## src/hdl/mnpl_pkg.sv

```systemverilog
// ----------------------------------------------------------------------------
// mnpl_pkg
// Shared types and constants of the monophonic note priority block.
// ----------------------------------------------------------------------------
package mnpl_pkg;

    localparam logic [7:0] NONE_NOTE = 8'hFF;
    localparam logic [4:0] HELD_MAX  = 5'd31;

    typedef enum logic [1:0] {
        MODE_ON       = 2'd0,
        MODE_OFF      = 2'd1,
        MODE_CLEAR    = 2'd2,
        MODE_RESELECT = 2'd3
    } mode_t;

    typedef enum logic [1:0] {
        KIND_NOTE_ON   = 2'd0,
        KIND_NOTE_OFF  = 2'd1,
        KIND_CHANGE    = 2'd2,
        KIND_RETRIGGER = 2'd3
    } kind_t;

    typedef enum logic [1:0] {
        PRIO_LAST    = 2'd0,
        PRIO_HIGHEST = 2'd1,
        PRIO_LOWEST  = 2'd2,
        PRIO_FIRST   = 2'd3
    } prio_t;

    typedef enum logic [1:0] {
        CFG_ENABLED   = 2'd0,
        CFG_PRIORITY  = 2'd1,
        CFG_RETRIGGER = 2'd2
    } cfg_index_t;

    typedef enum logic [2:0] {
        ST_IDLE,
        ST_DECODE,
        ST_FIND,
        ST_PICK,
        ST_DONE
    } state_t;

    typedef struct packed {
        logic [6:0]  note;
        logic [6:0]  velocity;
        logic [3:0]  channel;
        logic [31:0] order;
    } entry_t;

    typedef struct packed {
        logic load;
        logic scan_find;
        logic scan_pick;
        logic write_new;
        logic write_vel;
        logic release_slot;
        logic apply_pick;
        logic finish;
    } dp_cmd_t;

    typedef struct packed {
        logic  track_ok;
        mode_t mode;
        logic  enabled;
        logic  retrig;
        logic  found;
        logic  hit;
        logic  scan_done;
    } dp_status_t;

    typedef struct packed {
        logic       pass_through;
        logic       event_valid;
        kind_t      event_kind;
        logic [6:0] event_note;
        logic [6:0] event_velocity;
        logic [3:0] event_channel;
        logic [7:0] event_prev_note;
        logic       event_legato;
        logic [7:0] sounding_note;
        logic [4:0] held_count;
    } result_t;

endpackage

```

## src/hdl/mnpl_ctrl.sv

```systemverilog
// ----------------------------------------------------------------------------
// mnpl_ctrl
// Sequencer that steps one item through table search, update and selection.
// ----------------------------------------------------------------------------
module mnpl_ctrl
    import mnpl_pkg::*;
(
    input  logic       aclk,
    input  logic       aresetn,
    input  logic       in_valid,
    output logic       in_ready,
    input  logic       out_free,
    input  dp_status_t status,
    output dp_cmd_t    cmd
);

    state_t state_reg, state_next;

    always_ff @(posedge aclk) begin
        if (!aresetn) begin
            state_reg <= ST_IDLE;
        end else begin
            state_reg <= state_next;
        end
    end

    always_comb begin
        state_next = state_reg;
        cmd        = '0;
        in_ready   = 1'b0;
        unique case (state_reg)
            ST_IDLE: begin
                in_ready = 1'b1;
                if (in_valid) begin
                    cmd.load   = 1'b1;
                    state_next = ST_DECODE;
                end
            end
            ST_DECODE: begin
                if (!status.track_ok) begin
                    state_next = ST_DONE;
                end else begin
                    unique case (status.mode) inside
                        MODE_ON, MODE_OFF: begin
                            if (status.enabled) begin
                                cmd.scan_find = 1'b1;
                                state_next    = ST_FIND;
                            end else begin
                                state_next = ST_DONE;
                            end
                        end
                        MODE_RESELECT: begin
                            cmd.scan_pick = 1'b1;
                            state_next    = ST_PICK;
                        end
                        default: begin
                            state_next = ST_DONE;
                        end
                    endcase
                end
            end
            ST_FIND: begin
                if (status.scan_done) begin
                    if (status.mode == MODE_ON) begin
                        if (status.found) begin
                            cmd.write_vel = 1'b1;
                            if (status.hit && status.retrig) begin
                                state_next = ST_DONE;
                            end else begin
                                cmd.scan_pick = 1'b1;
                                state_next    = ST_PICK;
                            end
                        end else begin
                            cmd.write_new = 1'b1;
                            cmd.scan_pick = 1'b1;
                            state_next    = ST_PICK;
                        end
                    end else if (status.found) begin
                        cmd.release_slot = 1'b1;
                        if (status.hit) begin
                            cmd.scan_pick = 1'b1;
                            state_next    = ST_PICK;
                        end else begin
                            state_next = ST_DONE;
                        end
                    end else begin
                        state_next = ST_DONE;
                    end
                end
            end
            ST_PICK: begin
                if (status.scan_done) begin
                    cmd.apply_pick = 1'b1;
                    state_next     = ST_DONE;
                end
            end
            ST_DONE: begin
                if (out_free) begin
                    cmd.finish = 1'b1;
                    state_next = ST_IDLE;
                end
            end
            default: begin
                state_next = ST_IDLE;
            end
        endcase
    end

endmodule

```

## src/hdl/mnpl_dp.sv

```systemverilog
// ----------------------------------------------------------------------------
// mnpl_dp
// Note table memory, held bits, per-track state, slot scan unit and result.
// ----------------------------------------------------------------------------
module mnpl_dp
    import mnpl_pkg::*;
#(
    parameter int TRACKS = 4,
    parameter int SLOTS  = 16
) (
    input  logic       aclk,
    input  logic       aresetn,
    input  dp_cmd_t    cmd,
    input  logic [1:0] in_mode,
    input  logic [1:0] in_track,
    input  logic [6:0] in_note,
    input  logic [6:0] in_velocity,
    input  logic [3:0] in_channel,
    input  logic [3:0] enabled_mask,
    input  logic [7:0] priority_modes,
    input  logic [3:0] retrigger_mask,
    output dp_status_t status,
    output result_t    res
);

    localparam int ENTRIES = TRACKS * SLOTS;
    localparam int AW      = $clog2(ENTRIES);
    localparam int SW      = $clog2(SLOTS);
    localparam int TW      = (TRACKS > 1) ? $clog2(TRACKS) : 1;

    mode_t      mode_reg;
    logic [1:0] track_reg;
    logic [6:0] note_reg;
    logic [6:0] vel_reg;
    logic [3:0] ch_reg;
    logic       hit_reg;
    logic [7:0] prev_reg;

    entry_t     mem [ENTRIES];
    entry_t     rd_data_reg;
    logic [ENTRIES-1:0] held_reg;

    logic [4:0]  ht_reg       [TRACKS];
    logic [7:0]  cur_note_reg [TRACKS];
    logic [6:0]  cur_vel_reg  [TRACKS];
    logic [3:0]  cur_ch_reg   [TRACKS];
    logic [31:0] press_reg    [TRACKS];

    logic          scan_act_reg;
    logic          rd_pend_reg;
    logic          pick_kind_reg;
    logic [SW-1:0] cnt_reg;
    logic [SW-1:0] rd_idx_reg;

    logic          found_reg;
    logic [SW-1:0] found_idx_reg;
    logic [31:0]   found_ord_reg;
    logic          free_reg;
    logic [SW-1:0] free_idx_reg;
    logic [SW-1:0] old_idx_reg;
    logic [31:0]   old_ord_reg;
    logic          best_reg;
    logic [6:0]    best_note_reg;
    logic [6:0]    best_vel_reg;
    logic [3:0]    best_ch_reg;
    logic [31:0]   best_ord_reg;

    logic [TW-1:0] trk;
    logic [31:0]   base_full;
    logic [AW-1:0] base;
    logic [AW-1:0] rd_addr;
    logic [AW-1:0] proc_addr;
    logic [AW-1:0] wr_addr;
    logic [SW-1:0] new_slot;
    logic          wr_en;
    entry_t        wr_data;
    logic          track_ok;
    logic          en;
    logic          retrig;
    prio_t         prio;
    logic          proc_held;
    logic          take;
    logic [7:0]    cur_note;
    logic [6:0]    cur_vel;
    logic [3:0]    cur_ch;
    logic [4:0]    ht;

    assign trk       = TW'(track_reg);
    assign base_full = 32'(trk) * 32'(SLOTS);
    assign base      = base_full[AW-1:0];
    assign rd_addr   = base + AW'(cnt_reg);
    assign proc_addr = base + AW'(rd_idx_reg);
    assign track_ok  = 32'(track_reg) < 32'(TRACKS);
    assign en        = enabled_mask[track_reg];
    assign retrig    = retrigger_mask[track_reg];
    assign prio      = prio_t'(priority_modes[{track_reg, 1'b0} +: 2]);
    assign proc_held = held_reg[proc_addr];
    assign cur_note  = cur_note_reg[trk];
    assign cur_vel   = cur_vel_reg[trk];
    assign cur_ch    = cur_ch_reg[trk];
    assign ht        = ht_reg[trk];
    assign new_slot  = free_reg ? free_idx_reg : old_idx_reg;

    always_comb begin
        wr_en   = cmd.write_new || cmd.write_vel;
        wr_addr = base + AW'(cmd.write_new ? new_slot : found_idx_reg);
        wr_data.note     = note_reg;
        wr_data.velocity = vel_reg;
        wr_data.channel  = ch_reg;
        wr_data.order    = cmd.write_new ? press_reg[trk] : found_ord_reg;
    end

    always_comb begin
        if (!best_reg) begin
            take = 1'b1;
        end else begin
            case (prio)
                PRIO_LAST:    take = rd_data_reg.order >= best_ord_reg;
                PRIO_HIGHEST: take = rd_data_reg.note >= best_note_reg;
                PRIO_LOWEST:  take = rd_data_reg.note < best_note_reg;
                default:      take = rd_data_reg.order < best_ord_reg;
            endcase
        end
    end

    // table memory
    always_ff @(posedge aclk) begin
        if (wr_en) begin
            mem[wr_addr] <= wr_data;
        end
        if (scan_act_reg) begin
            rd_data_reg <= mem[rd_addr];
        end
    end

    // per-track state and scan control
    always_ff @(posedge aclk) begin
        if (!aresetn) begin
            held_reg     <= '0;
            scan_act_reg <= 1'b0;
            rd_pend_reg  <= 1'b0;
            for (int t = 0; t < TRACKS; t++) begin
                ht_reg[t]       <= '0;
                cur_note_reg[t] <= NONE_NOTE;
                cur_vel_reg[t]  <= '0;
                cur_ch_reg[t]   <= '0;
                press_reg[t]    <= '0;
            end
        end else begin
            if (cmd.scan_find || cmd.scan_pick) begin
                scan_act_reg <= 1'b1;
                rd_pend_reg  <= 1'b0;
            end else if (scan_act_reg) begin
                rd_pend_reg <= 1'b1;
                if (cnt_reg == SW'(SLOTS - 1)) begin
                    scan_act_reg <= 1'b0;
                end
            end else begin
                rd_pend_reg <= 1'b0;
            end
            if (cmd.write_new) begin
                held_reg[wr_addr] <= 1'b1;
                press_reg[trk]    <= press_reg[trk] + 32'd1;
                if (free_reg && ht < HELD_MAX) begin
                    ht_reg[trk] <= ht + 5'd1;
                end
            end
            if (cmd.release_slot) begin
                held_reg[base + AW'(found_idx_reg)] <= 1'b0;
                if (ht != 5'd0) begin
                    ht_reg[trk] <= ht - 5'd1;
                end
            end
            if (cmd.apply_pick) begin
                if (ht == 5'd0) begin
                    cur_note_reg[trk] <= NONE_NOTE;
                    cur_vel_reg[trk]  <= '0;
                end else if (best_reg) begin
                    cur_note_reg[trk] <= {1'b0, best_note_reg};
                    cur_vel_reg[trk]  <= best_vel_reg;
                    cur_ch_reg[trk]   <= best_ch_reg;
                end
            end
            if (cmd.finish && track_ok && mode_reg == MODE_CLEAR) begin
                for (int i = 0; i < SLOTS; i++) begin
                    held_reg[base + AW'(i)] <= 1'b0;
                end
                ht_reg[trk]       <= '0;
                cur_note_reg[trk] <= NONE_NOTE;
                cur_vel_reg[trk]  <= '0;
            end
        end
    end

    // item capture and scan accumulators
    always_ff @(posedge aclk) begin
        if (cmd.load) begin
            mode_reg  <= mode_t'(in_mode);
            track_reg <= in_track;
            note_reg  <= in_note;
            vel_reg   <= in_velocity;
            ch_reg    <= in_channel;
            found_reg <= 1'b0;
        end
        if (cmd.scan_find || cmd.scan_pick) begin
            cnt_reg       <= '0;
            pick_kind_reg <= cmd.scan_pick;
            best_reg      <= 1'b0;
        end else if (scan_act_reg) begin
            rd_idx_reg <= cnt_reg;
            cnt_reg    <= cnt_reg + SW'(1);
        end
        if (cmd.scan_find) begin
            found_reg <= 1'b0;
            free_reg  <= 1'b0;
            hit_reg   <= cur_note == {1'b0, note_reg};
            prev_reg  <= cur_note;
        end
        if (rd_pend_reg && !pick_kind_reg) begin
            if (proc_held && !found_reg && rd_data_reg.note == note_reg
                    && rd_data_reg.channel == ch_reg) begin
                found_reg     <= 1'b1;
                found_idx_reg <= rd_idx_reg;
                found_ord_reg <= rd_data_reg.order;
            end
            if (!proc_held && !free_reg) begin
                free_reg     <= 1'b1;
                free_idx_reg <= rd_idx_reg;
            end
            if (rd_idx_reg == '0 || rd_data_reg.order < old_ord_reg) begin
                old_idx_reg <= rd_idx_reg;
                old_ord_reg <= rd_data_reg.order;
            end
        end
        if (rd_pend_reg && pick_kind_reg && proc_held && take) begin
            best_reg      <= 1'b1;
            best_note_reg <= rd_data_reg.note;
            best_vel_reg  <= rd_data_reg.velocity;
            best_ch_reg   <= rd_data_reg.channel;
            best_ord_reg  <= rd_data_reg.order;
        end
    end

    always_comb begin
        status.track_ok  = track_ok;
        status.mode      = mode_reg;
        status.enabled   = en;
        status.retrig    = retrig;
        status.found     = found_reg;
        status.hit       = hit_reg;
        status.scan_done = !scan_act_reg && !rd_pend_reg;
    end

    always_comb begin
        res                 = '0;
        res.event_kind      = KIND_NOTE_ON;
        res.event_prev_note = NONE_NOTE;
        res.sounding_note   = cur_note;
        res.held_count      = ht;
        if (!track_ok) begin
            res.pass_through  = 1'b1;
            res.sounding_note = NONE_NOTE;
            res.held_count    = '0;
        end else begin
            unique case (mode_reg)
                MODE_ON: begin
                    if (!en) begin
                        res.pass_through = 1'b1;
                    end else if (found_reg) begin
                        if (hit_reg && retrig) begin
                            res.pass_through    = 1'b1;
                            res.event_valid     = 1'b1;
                            res.event_kind      = KIND_RETRIGGER;
                            res.event_note      = note_reg;
                            res.event_velocity  = vel_reg;
                            res.event_channel   = ch_reg;
                            res.event_prev_note = {1'b0, note_reg};
                        end
                    end else if (cur_note != prev_reg) begin
                        res.event_valid     = 1'b1;
                        res.event_note      = cur_note[6:0];
                        res.event_velocity  = cur_vel;
                        res.event_channel   = cur_ch;
                        if (prev_reg == NONE_NOTE) begin
                            res.event_kind   = KIND_NOTE_ON;
                            res.pass_through = 1'b1;
                        end else begin
                            res.event_kind      = KIND_CHANGE;
                            res.event_prev_note = prev_reg;
                            res.event_legato    = !retrig;
                            res.pass_through    = retrig;
                        end
                    end
                end
                MODE_OFF: begin
                    if (!en) begin
                        res.pass_through = 1'b1;
                    end else if (found_reg && hit_reg) begin
                        res.event_valid     = 1'b1;
                        res.event_channel   = cur_ch;
                        res.event_prev_note = prev_reg;
                        if (cur_note == NONE_NOTE) begin
                            res.event_kind   = KIND_NOTE_OFF;
                            res.event_note   = prev_reg[6:0];
                            res.pass_through = 1'b1;
                        end else begin
                            res.event_kind     = KIND_CHANGE;
                            res.event_note     = cur_note[6:0];
                            res.event_velocity = cur_vel;
                            res.event_legato   = !retrig;
                        end
                    end
                end
                MODE_CLEAR: begin
                    if (cur_note != NONE_NOTE) begin
                        res.event_valid     = 1'b1;
                        res.event_kind      = KIND_NOTE_OFF;
                        res.event_note      = cur_note[6:0];
                        res.event_channel   = cur_ch;
                        res.event_prev_note = cur_note;
                    end
                    res.sounding_note = NONE_NOTE;
                    res.held_count    = '0;
                end
                default: begin
                end
            endcase
        end
    end

endmodule

```

## src/hdl/mono_note_priority_legato.sv

```systemverilog
// ----------------------------------------------------------------------------
// mono_note_priority_legato
// Per-track monophonic note selector with last, highest, lowest and first
// priority, legato and retrigger handling and oldest-note stealing.
// ----------------------------------------------------------------------------
// One item is handled at a time. A note on for a new note makes two passes
// over the track's slots between transfer and result: one pass to look
// the note up and find a free or oldest slot, and a second pass to
// choose the sounding note, each pass one slot per cycle through the single
// read port of the note table. Note off, retrigger and reselect take one or
// two passes; clear and disabled tracks skip both passes. The result
// sits in an output register, so the next item is taken while it waits.
module mono_note_priority_legato
    import mnpl_pkg::*;
#(
    parameter int TRACKS = 4,
    parameter int SLOTS  = 16
) (
    input  logic        aclk,
    input  logic        aresetn,
    input  logic        cfg_wr_en,
    input  logic [1:0]  cfg_addr,
    input  logic [7:0]  cfg_wdata,
    input  logic        s_tvalid,
    output logic        s_tready,
    input  logic [23:0] s_tdata,  // note[6:0], velocity[13:7], channel[17:14]
    input  logic [3:0]  s_tuser,  // mode[1:0], track[3:2]
    output logic        m_tvalid,
    input  logic        m_tready,
    // event_note, event_velocity, event_channel, event_prev_note,
    // event_legato, sounding_note, held_count
    output logic [39:0] m_tdata,
    output logic [3:0]  m_tuser   // pass_through, event_valid, event_kind[1:0]
);

    logic [3:0] enabled_reg;
    logic [7:0] priority_reg;
    logic [3:0] retrigger_reg;
    logic       out_valid_reg;
    result_t    out_reg;
    logic       out_free;
    dp_cmd_t    cmd;
    dp_status_t status;
    result_t    res;

    always_ff @(posedge aclk) begin
        if (!aresetn) begin
            enabled_reg   <= '0;
            priority_reg  <= '0;
            retrigger_reg <= '0;
        end else if (cfg_wr_en) begin
            unique case (cfg_addr)
                CFG_ENABLED:   enabled_reg   <= cfg_wdata[3:0];
                CFG_PRIORITY:  priority_reg  <= cfg_wdata;
                CFG_RETRIGGER: retrigger_reg <= cfg_wdata[3:0];
                default: begin
                end
            endcase
        end
    end

    assign out_free = !out_valid_reg || m_tready;

    always_ff @(posedge aclk) begin
        if (!aresetn) begin
            out_valid_reg <= 1'b0;
        end else if (cmd.finish) begin
            out_valid_reg <= 1'b1;
        end else if (m_tready) begin
            out_valid_reg <= 1'b0;
        end
    end

    always_ff @(posedge aclk) begin
        if (cmd.finish) begin
            out_reg <= res;
        end
    end

    mnpl_ctrl u_ctrl (
        .aclk     (aclk),
        .aresetn  (aresetn),
        .in_valid (s_tvalid),
        .in_ready (s_tready),
        .out_free (out_free),
        .status   (status),
        .cmd      (cmd)
    );

    mnpl_dp #(
        .TRACKS (TRACKS),
        .SLOTS  (SLOTS)
    ) u_dp (
        .aclk           (aclk),
        .aresetn        (aresetn),
        .cmd            (cmd),
        .in_mode        (s_tuser[1:0]),
        .in_track       (s_tuser[3:2]),
        .in_note        (s_tdata[6:0]),
        .in_velocity    (s_tdata[13:7]),
        .in_channel     (s_tdata[17:14]),
        .enabled_mask   (enabled_reg),
        .priority_modes (priority_reg),
        .retrigger_mask (retrigger_reg),
        .status         (status),
        .res            (res)
    );

    assign m_tvalid = out_valid_reg;
    assign m_tdata  = {out_reg.held_count, out_reg.sounding_note, out_reg.event_legato,
                       out_reg.event_prev_note, out_reg.event_channel,
                       out_reg.event_velocity, out_reg.event_note};
    assign m_tuser  = {out_reg.event_kind, out_reg.event_valid, out_reg.pass_through};

endmodule
```

## config.mk

```make
export PLATFORM = sky130hd
export DESIGN_NAME = mono_note_priority_legato
export DESIGN_NICKNAME = d
export VERILOG_FILES = /design/src/hdl/mnpl_pkg.sv /design/src/hdl/mnpl_ctrl.sv /design/src/hdl/mnpl_dp.sv /design/src/hdl/mono_note_priority_legato.sv
export SDC_FILE = /design/constraint.sdc
export NUM_CORES = 2
export LEC_CHECK = 0
export BUFFER_PORTS_ARGS = -buffer_cell sky130_fd_sc_hd__buf_2
export CAP_MARGIN = 20
export CORE_MARGIN = 2
export CORE_UTILIZATION = 40
export DETAILED_ROUTE_END_ITERATION = 6
export PLACE_DENSITY = 0.53
export SKIP_LAST_GASP = 1
export SLEW_MARGIN = 20
export SYNTH_ARGS = -nofsm -noshare
export SYNTH_HDL_FRONTEND = slang
export SYNTH_SLANG_ARGS = --single-unit
```

## constraint.sdc

```tcl
create_clock -name aclk -period 9.4 [get_ports aclk]
set_input_delay 1.41 -clock aclk [delete_from_list [all_inputs] [get_ports aclk]]
set_output_delay 1.41 -clock aclk [all_outputs]
set_load 0.01 [all_outputs]
```

## Word-level counts from Yosys, hierarchy flattened

Memory sizes are Yosys's and may differ from the RTL's. A register that Yosys moved wholly into a read port is not among the register bits.
Cells that the tools add are included.

- Add/sub/neg operators: 23
- Order comparisons: 44
- Equal/unequal tests: 23
- Shift-type cells: 1
- Muxes and demuxes: 175
- Bitwise gates (word level): 43
- Reductions and logical operators: 66

Operator list:

| cell | count |
|---|---|
| $and A64 B64 Y64 | 17 |
| $not A64 Y64 | 16 |
| $mux W64 | 5 |
| $lt A6 B7 Y1 const B | 19 |
| $mux W30 | 4 |
| $ge A6 B1 Y1 const B | 18 |
| $demux W1 S6 | 17 |
| $mux W1 | 91 |
| $lt A32 B32 Y1 | 2 |
| $mux W32 | 2 |
| $not A49 Y64 | 1 |
| $or A64 B64 Y64 | 1 |
| $mux W31 | 2 |
| $add A6 B4 Y6 const B | 8 |
| $pmux W12 S3 | 1 |
| $mux W3 | 11 |
| $add A32 B1 Y32 const B | 1 |
| $ge A32 B32 Y1 | 1 |
| $reduce_or A32 Y1 | 1 |
| $logic_and A1 B1 Y1 | 31 |
| $pmux W10 S3 | 1 |
| $mux W7 | 4 |
| $add A6 B3 Y6 const B | 4 |
| $mux W2 | 12 |
| 56 further kinds | 105 |

- Register bits after elaboration: 299
- Bits in writable memories: 3,424
- Output and inout bits: 46
- Word-level logic and storage cells: 421
- Memories: 6

Memory list:

| memory | depth | width | read ports | clocked after memory_dff | write ports | line | RTL |
|---|---|---|---|---|---|---|---|
| u_dp.mem | 64 | 50 | 1 | 1 | 1 | mnpl_dp.sv:39 | `entry_t mem [ENTRIES];` |
| u_dp.press_reg | 4 | 32 | 1 | 1 | 4 | mnpl_dp.sv:47 | `logic [31:0] press_reg [TRACKS];` |
| u_dp.cur_note_reg | 4 | 8 | 1 | 1 | 4 | mnpl_dp.sv:44 | `logic [7:0] cur_note_reg [TRACKS];` |
| u_dp.cur_vel_reg | 4 | 7 | 1 | 1 | 4 | mnpl_dp.sv:45 | `logic [6:0] cur_vel_reg [TRACKS];` |
| u_dp.ht_reg | 4 | 5 | 1 | 1 | 4 | mnpl_dp.sv:43 | `logic [4:0] ht_reg [TRACKS];` |
| u_dp.cur_ch_reg | 4 | 4 | 1 | 1 | 4 | mnpl_dp.sv:46 | `logic [3:0] cur_ch_reg [TRACKS];` |

## Depth between registers and ports, before layout

- Depth after elaboration: 37
- Mapped depth: 16
- Depth with buffers taken out: 14

## Modules after synthesis

From an unflattened synthesis, not the netlist that was laid out.

- Cells, all modules: 6,481
- Area, all modules: 146,822.1 µm²

Modules (own cells, without submodules):

| module | instances | cells an instance | area each (µm²) | seq. area each (µm²) |
|---|---|---|---|---|
| mnpl_dp | 1 | 6,327 | 144,517.4 | 110,686.2 |
| mono_note_priority_legato | 1 | 111 | 1,995.7 | 1,661.6 |
| mnpl_ctrl | 1 | 43 | 309.0 | 60.1 |

## Worst setup path after synthesis

OpenSTA, ideal clock, no wires.

- Kind: flip-flop to flip-flop
- Start point: reg u_dp.best_note_reg[1]
- End point: reg u_dp.best_ch_reg[0], enable pin
- Library setup time: 0.551 ns
- Data arrival time: 5.875 ns
- Data required time: 8.849 ns
- Slack: 2.974 ns
- Stages on the path, launching flop included: 10
- Buffers on the path: 0
- Cells stage by stage: edfxtp_1 > inv_1 > ha_1 > nor2b_1 > o21ai_0 > a21oi_1 > a2111oi_0 > nand3_1 > o311a_1 > a311oi_1

- Word-level cells in the longest chain between the ends: 4
- Elaborated cells on any way between the ends: 5
- Those cells by class: order compare (2); mux (2); reduce/logical (1)

Ends and longest elaborated chain:

| item | line | RTL |
|---|---|---|
| start, declared | mnpl_dp.sv:63 | `logic [6:0] best_note_reg;` |
| start signal, assigned | mnpl_dp.sv:237 | `best_note_reg <= rd_data_reg.note;` |
| $lt A7 B7 Y1 / $ge A7 B7 Y1 (equally long branches) | mnpl_dp.sv:120, mnpl_dp.sv:119 |  |
| $pmux W1 S3 * | mnpl_dp.sv:117 | `case (prio)` |
| $mux W1 * | mnpl_dp.sv:114 | `if (!best_reg) begin` |
| $logic_and A1 B1 Y1 * | mnpl_dp.sv:235 | `if (rd_pend_reg && pick_kind_reg && proc_held && take) begin` |
| end signal, assigned | mnpl_dp.sv:239 | `best_ch_reg <= rd_data_reg.channel;` |
| end, declared | mnpl_dp.sv:65 | `logic [3:0] best_ch_reg;` |

Every way passes the cells marked *; elsewhere a longest branch is shown, timed or not.
A chain may end at the register's enable or synchronous reset.

## Worst setup path in the final report

- Start point: reg u_dp.scan_act_reg
- End point: mem u_dp.mem[42][28] in the netlist's numbering, enable pin

- Word-level cells in the longest chain between the ends: 7
- Elaborated cells on any way between the ends: 9
- Those cells by class: add/sub (1); mux (5); reduce/logical (3)

Ends and longest elaborated chain:

| item | line | RTL |
|---|---|---|
| start, declared | mnpl_dp.sv:49 | `logic scan_act_reg;` |
| start signal, assigned | mnpl_dp.sv:140 | `scan_act_reg <= 1'b0;` |
| start signal, assigned | mnpl_dp.sv:151 | `scan_act_reg <= 1'b1;` |
| start signal, assigned | mnpl_dp.sv:156 | `scan_act_reg <= 1'b0;` |
| $logic_not A1 Y1 * | mnpl_dp.sv:251 | `status.scan_done = !scan_act_reg && !rd_pend_reg;` |
| $logic_and A1 B1 Y1 * | mnpl_dp.sv:251 |  |
| $mux W4 * | mnpl_ctrl.sv:63 | `if (status.scan_done) begin` |
| $mux W3 * | mnpl_ctrl.sv:31 | `unique case (state_reg)` |
| parallel branches: the longest is 3 deep, another holds $add A6 B6 Y6 | -- |  |
| end, declared | mnpl_dp.sv:39 |  |

Mark *: on every way between the ends.

==> key figures <==
Yosys
  – EDFF count, synth: 3,680
  – Synth Cell Area: 146,800 µm²
  – Synth Instances: 6,500
  – Yosys top cell area share: 75.25%
  – Post-Syn Area per Cell: 22.59 µm²
  – Yosys reg bits: 3,775
  – Top post-synthesis cells by area: edfxtp_1 75%, mux4_2 17%, dfxtp_1 1.3%
  – Post-synth cell types: 74
  – Sequential share of the synthesized area: 76.55%
  – Dominant cell type by area after synthesis: edfxtp_1
  – Post-Syn Nets: 6,619
  – Async SR Flop Fraction: 0%
  – Dominant register cell in the synthesized netlist: edfxtp_1
  – Ys Warns: 0

GRT
  – Largest net degree at the start of global routing: 108
  – Initial antenna violation count: 31
  – Vias in the first global route: 70,457
  – Overall routing resource usage: 20.53%
  – First-pass GRT wire length: 542,800 µm
  – Global route overflow: 0

CTS
  – Clock slew at reported path FFs: 0.06 ns
  – Clk buf depth: 4
  – Clk sinks: 3,775
  – # resized after CTS: 0
  – Hold Buf Count CTS: 0
  – Worst-Skew Late Latency: 0.95 ns
  – H-tree depth: 5
  – CTS tree: done
  – CTS Buf Count: 396
  – CTS root buffer: clkbuf_16
  – Post-CTS setup buffers: 0

Finish
  – Fillers: 30,324
  – Largest register FFs: 3,200
  – Commonest non-fill, non-tap cell in the layout: edfxtp_1
  – Final #Nets: 6,998
  – Layout cell share with drive strength beyond 1: 29.44%
  – Design Area, Final: 166,800 µm²
  – Most frequent cells in the layout: 3,680 x edfxtp_1, 1,120 x mux4_2, 403 x clkbuf_16
  – Area Growth Syn to Fin: 13.60%
  – Storage cell area: 112,400 µm²
  – Non-filler cells, final: 12,023
  – Area taken by multi-input logic gates: 33,140 µm²

Timing
  – Final period utilization: 59.25%
  – Setup TNS: 0 ns
  – Worst-Margin Slew: 1.155 ns
  – Clock Skew: 0.05398 ns
  – Slew headroom: 23.02%
  – Crit path time final: 5.569 ns
  – Endpoints failing setup: 0
  – Fmax: 0.1796 GHz
  – Final max-slew violation count: 0
  – Unrepaired setup endpoints after global routing: no
  – Hold slack: 0.4171 ns
  – Final hold vios: 0

Setup path
  – CP Capture Point: u_dp.mem[42][28]
  – Reg2Reg Depth: 8
  – Worst setup SP type: flop
  – R2R Setup Slk: 3.83 ns
  – R2r endpoint: u_dp.mem[42][28]
  – Arr. time, crit path: 6.16 ns
  – CP dominant cell by count: buf_4
  – CP max FO: 59
  – Setup crit start: u_dp.scan_act_reg
  – Worst-path cell chain: or3b_4, nor4_4, buf_4, o21ai_1, or3_1, nor2_4, buf_4, buf_4
  – WP data required: 9.99 ns
  – Critical path type: reg -> reg
  – Slowest stage cell, crit path: or3_1
  – Worst r2r src: u_dp.scan_act_reg
  – Critical Path End Type: flop
  – Largest stage delay, worst path: 0.93 ns

Pwr
  – VDD IR-drop max: 274.3 µV
  – Final Total Pwr: 0.04128 W
  – Lkg Pwr: 51.26 nW
  – PwrDens: 247.4 nW/µm²

Routing
  – Via count: 69,374
  – WL/cell: 32.09 µm
  – DR iter-0 viols: 8,094
  – Initial DRT Pass Iterations: 7
  – Routed WL: 385,800 µm
  – Vias per inst: 5.770
  – Drt drc: 0
  – Routed Antenna Nets: 0

Floorplanning
  – Die width: 609.9 µm
  – Die height: 609.9 µm
  – Starting density of the core: 40.17%
  – Core box area: 365,500 µm²
  – # rows: 222
  – I/O pins: 89
  – Die Footprint: 372,000 µm²

Placement
  – Dpl hpwl: 215,900 µm
  – GPL Wtd Cong: 0.7895
  – Port bufs: 82
  – Placed Area: 154,400 µm²
  – Placed cells: 11,296

Hold path
  – HP Class: reg -> reg

Job
  – Max-Cap Viols: 0

Run status
  – Status: finished clean
## synth_stat cells (7+ instances only)
master / instances
or3_1: 9
and2_1: 46
dfxtp_1: 95
mux4_2: 1120
nor4_1: 7
nand3_1: 42
nor2_1: 270
xnor2_1: 46
a21o_1: 11
mux2_2: 38
nand2_1: 133
o22ai_1: 11
nand2b_1: 18
a21oi_1: 97
edfxtp_1: 3680
ha_1: 75
clkbuf_1: 197
o21ai_0: 52
buf_2: 91
xor2_1: 16
nor3_1: 12
nor2b_1: 31
a211oi_1: 65
and3_1: 16
o221ai_1: 8
o21ai_1: 9
nand4_1: 25
buf_1: 23
nor2_2: 7
mux2i_1: 23
inv_1: 128
## worst min-delay path by stage
stage	start	end	slack, ns	cells past startpoint
after floorplan	u_dp.rd_data_reg[36]	u_dp.best_vel_reg[0]	0.40	0
after global placement	u_dp.rd_data_reg[39]	u_dp.best_vel_reg[3]	0.41	0
after detailed placement	u_dp.rd_data_reg[37]	u_dp.best_vel_reg[1]	0.40	0
after CTS	u_dp.rd_data_reg[37]	u_dp.best_vel_reg[1]	0.42	0
after global routing	u_dp.rd_data_reg[41]	u_dp.best_vel_reg[5]	0.43	0
final	u_dp.rd_data_reg[37]	u_dp.best_vel_reg[1]	0.42	0
## stage by stage
step                      worst slack, ns  utilization (%)
after detailed placement            3.779            42.24
after global placement              3.825            42.22
after CTS                           3.757            45.61
after global routing                3.568            45.63
final                               3.831            45.63
after floorplan                     2.974                -
## worst max-delay path, delay by kind of cell (launching register included)
kind | cells | cell delay [ns]
buffers and inverters | 3 | 1.72
AOI/OAI and AO/OA | 1 | 0.46
DFF | 1 | 0.58
and+or+nand+nor | 4 | 2.36
## per-layer routing
metal,track usage (%),wire [µm],vias up
met1,30.22,168300,38176
met2,32.44,182700,2513
met5,0,13,-
met4,4.696,8513,2
li1,-,-,28200
met3,3.125,26300,483
## power by group
group / internal [W] / total, W / switching (W)
sequential: 0.0185 / 0.0187 / 0.000166
combinational: 0.00362 / 0.00754 / 0.00392
clock: 0.00861 / 0.0151 / 0.00645
## layout make-up
type | instances | share of cell area, %
Sequential cell | 3775 | 67.40
Multi-Input combinational cell | 2274 | 19.87
Clock buffer | 490 | 6.241
Tap cell | 4816 | 3.612
Timing Repair Buffer | 303 | 1.419
Clock inverter | 230 | 1.163
Inverter | 129 | 0.2903
Antenna cell | 6 | 0.009001
## cell families after synthesis
| kind of cell | Yosys count | share of synthesized area, % |
|---|---|---|
| buf+inv | 451 | 1.283 |
| simple gates | 650 | 2.138 |
| mux | 1186 | 17.72 |
| fa+ha+maj | 76 | 0.6527 |
| compound gates | 299 | 1.282 |
| flops | 3775 | 76.55 |
| xor+xnor | 63 | 0.3809 |
No activity file was read; power rests on OpenSTA's default activity.
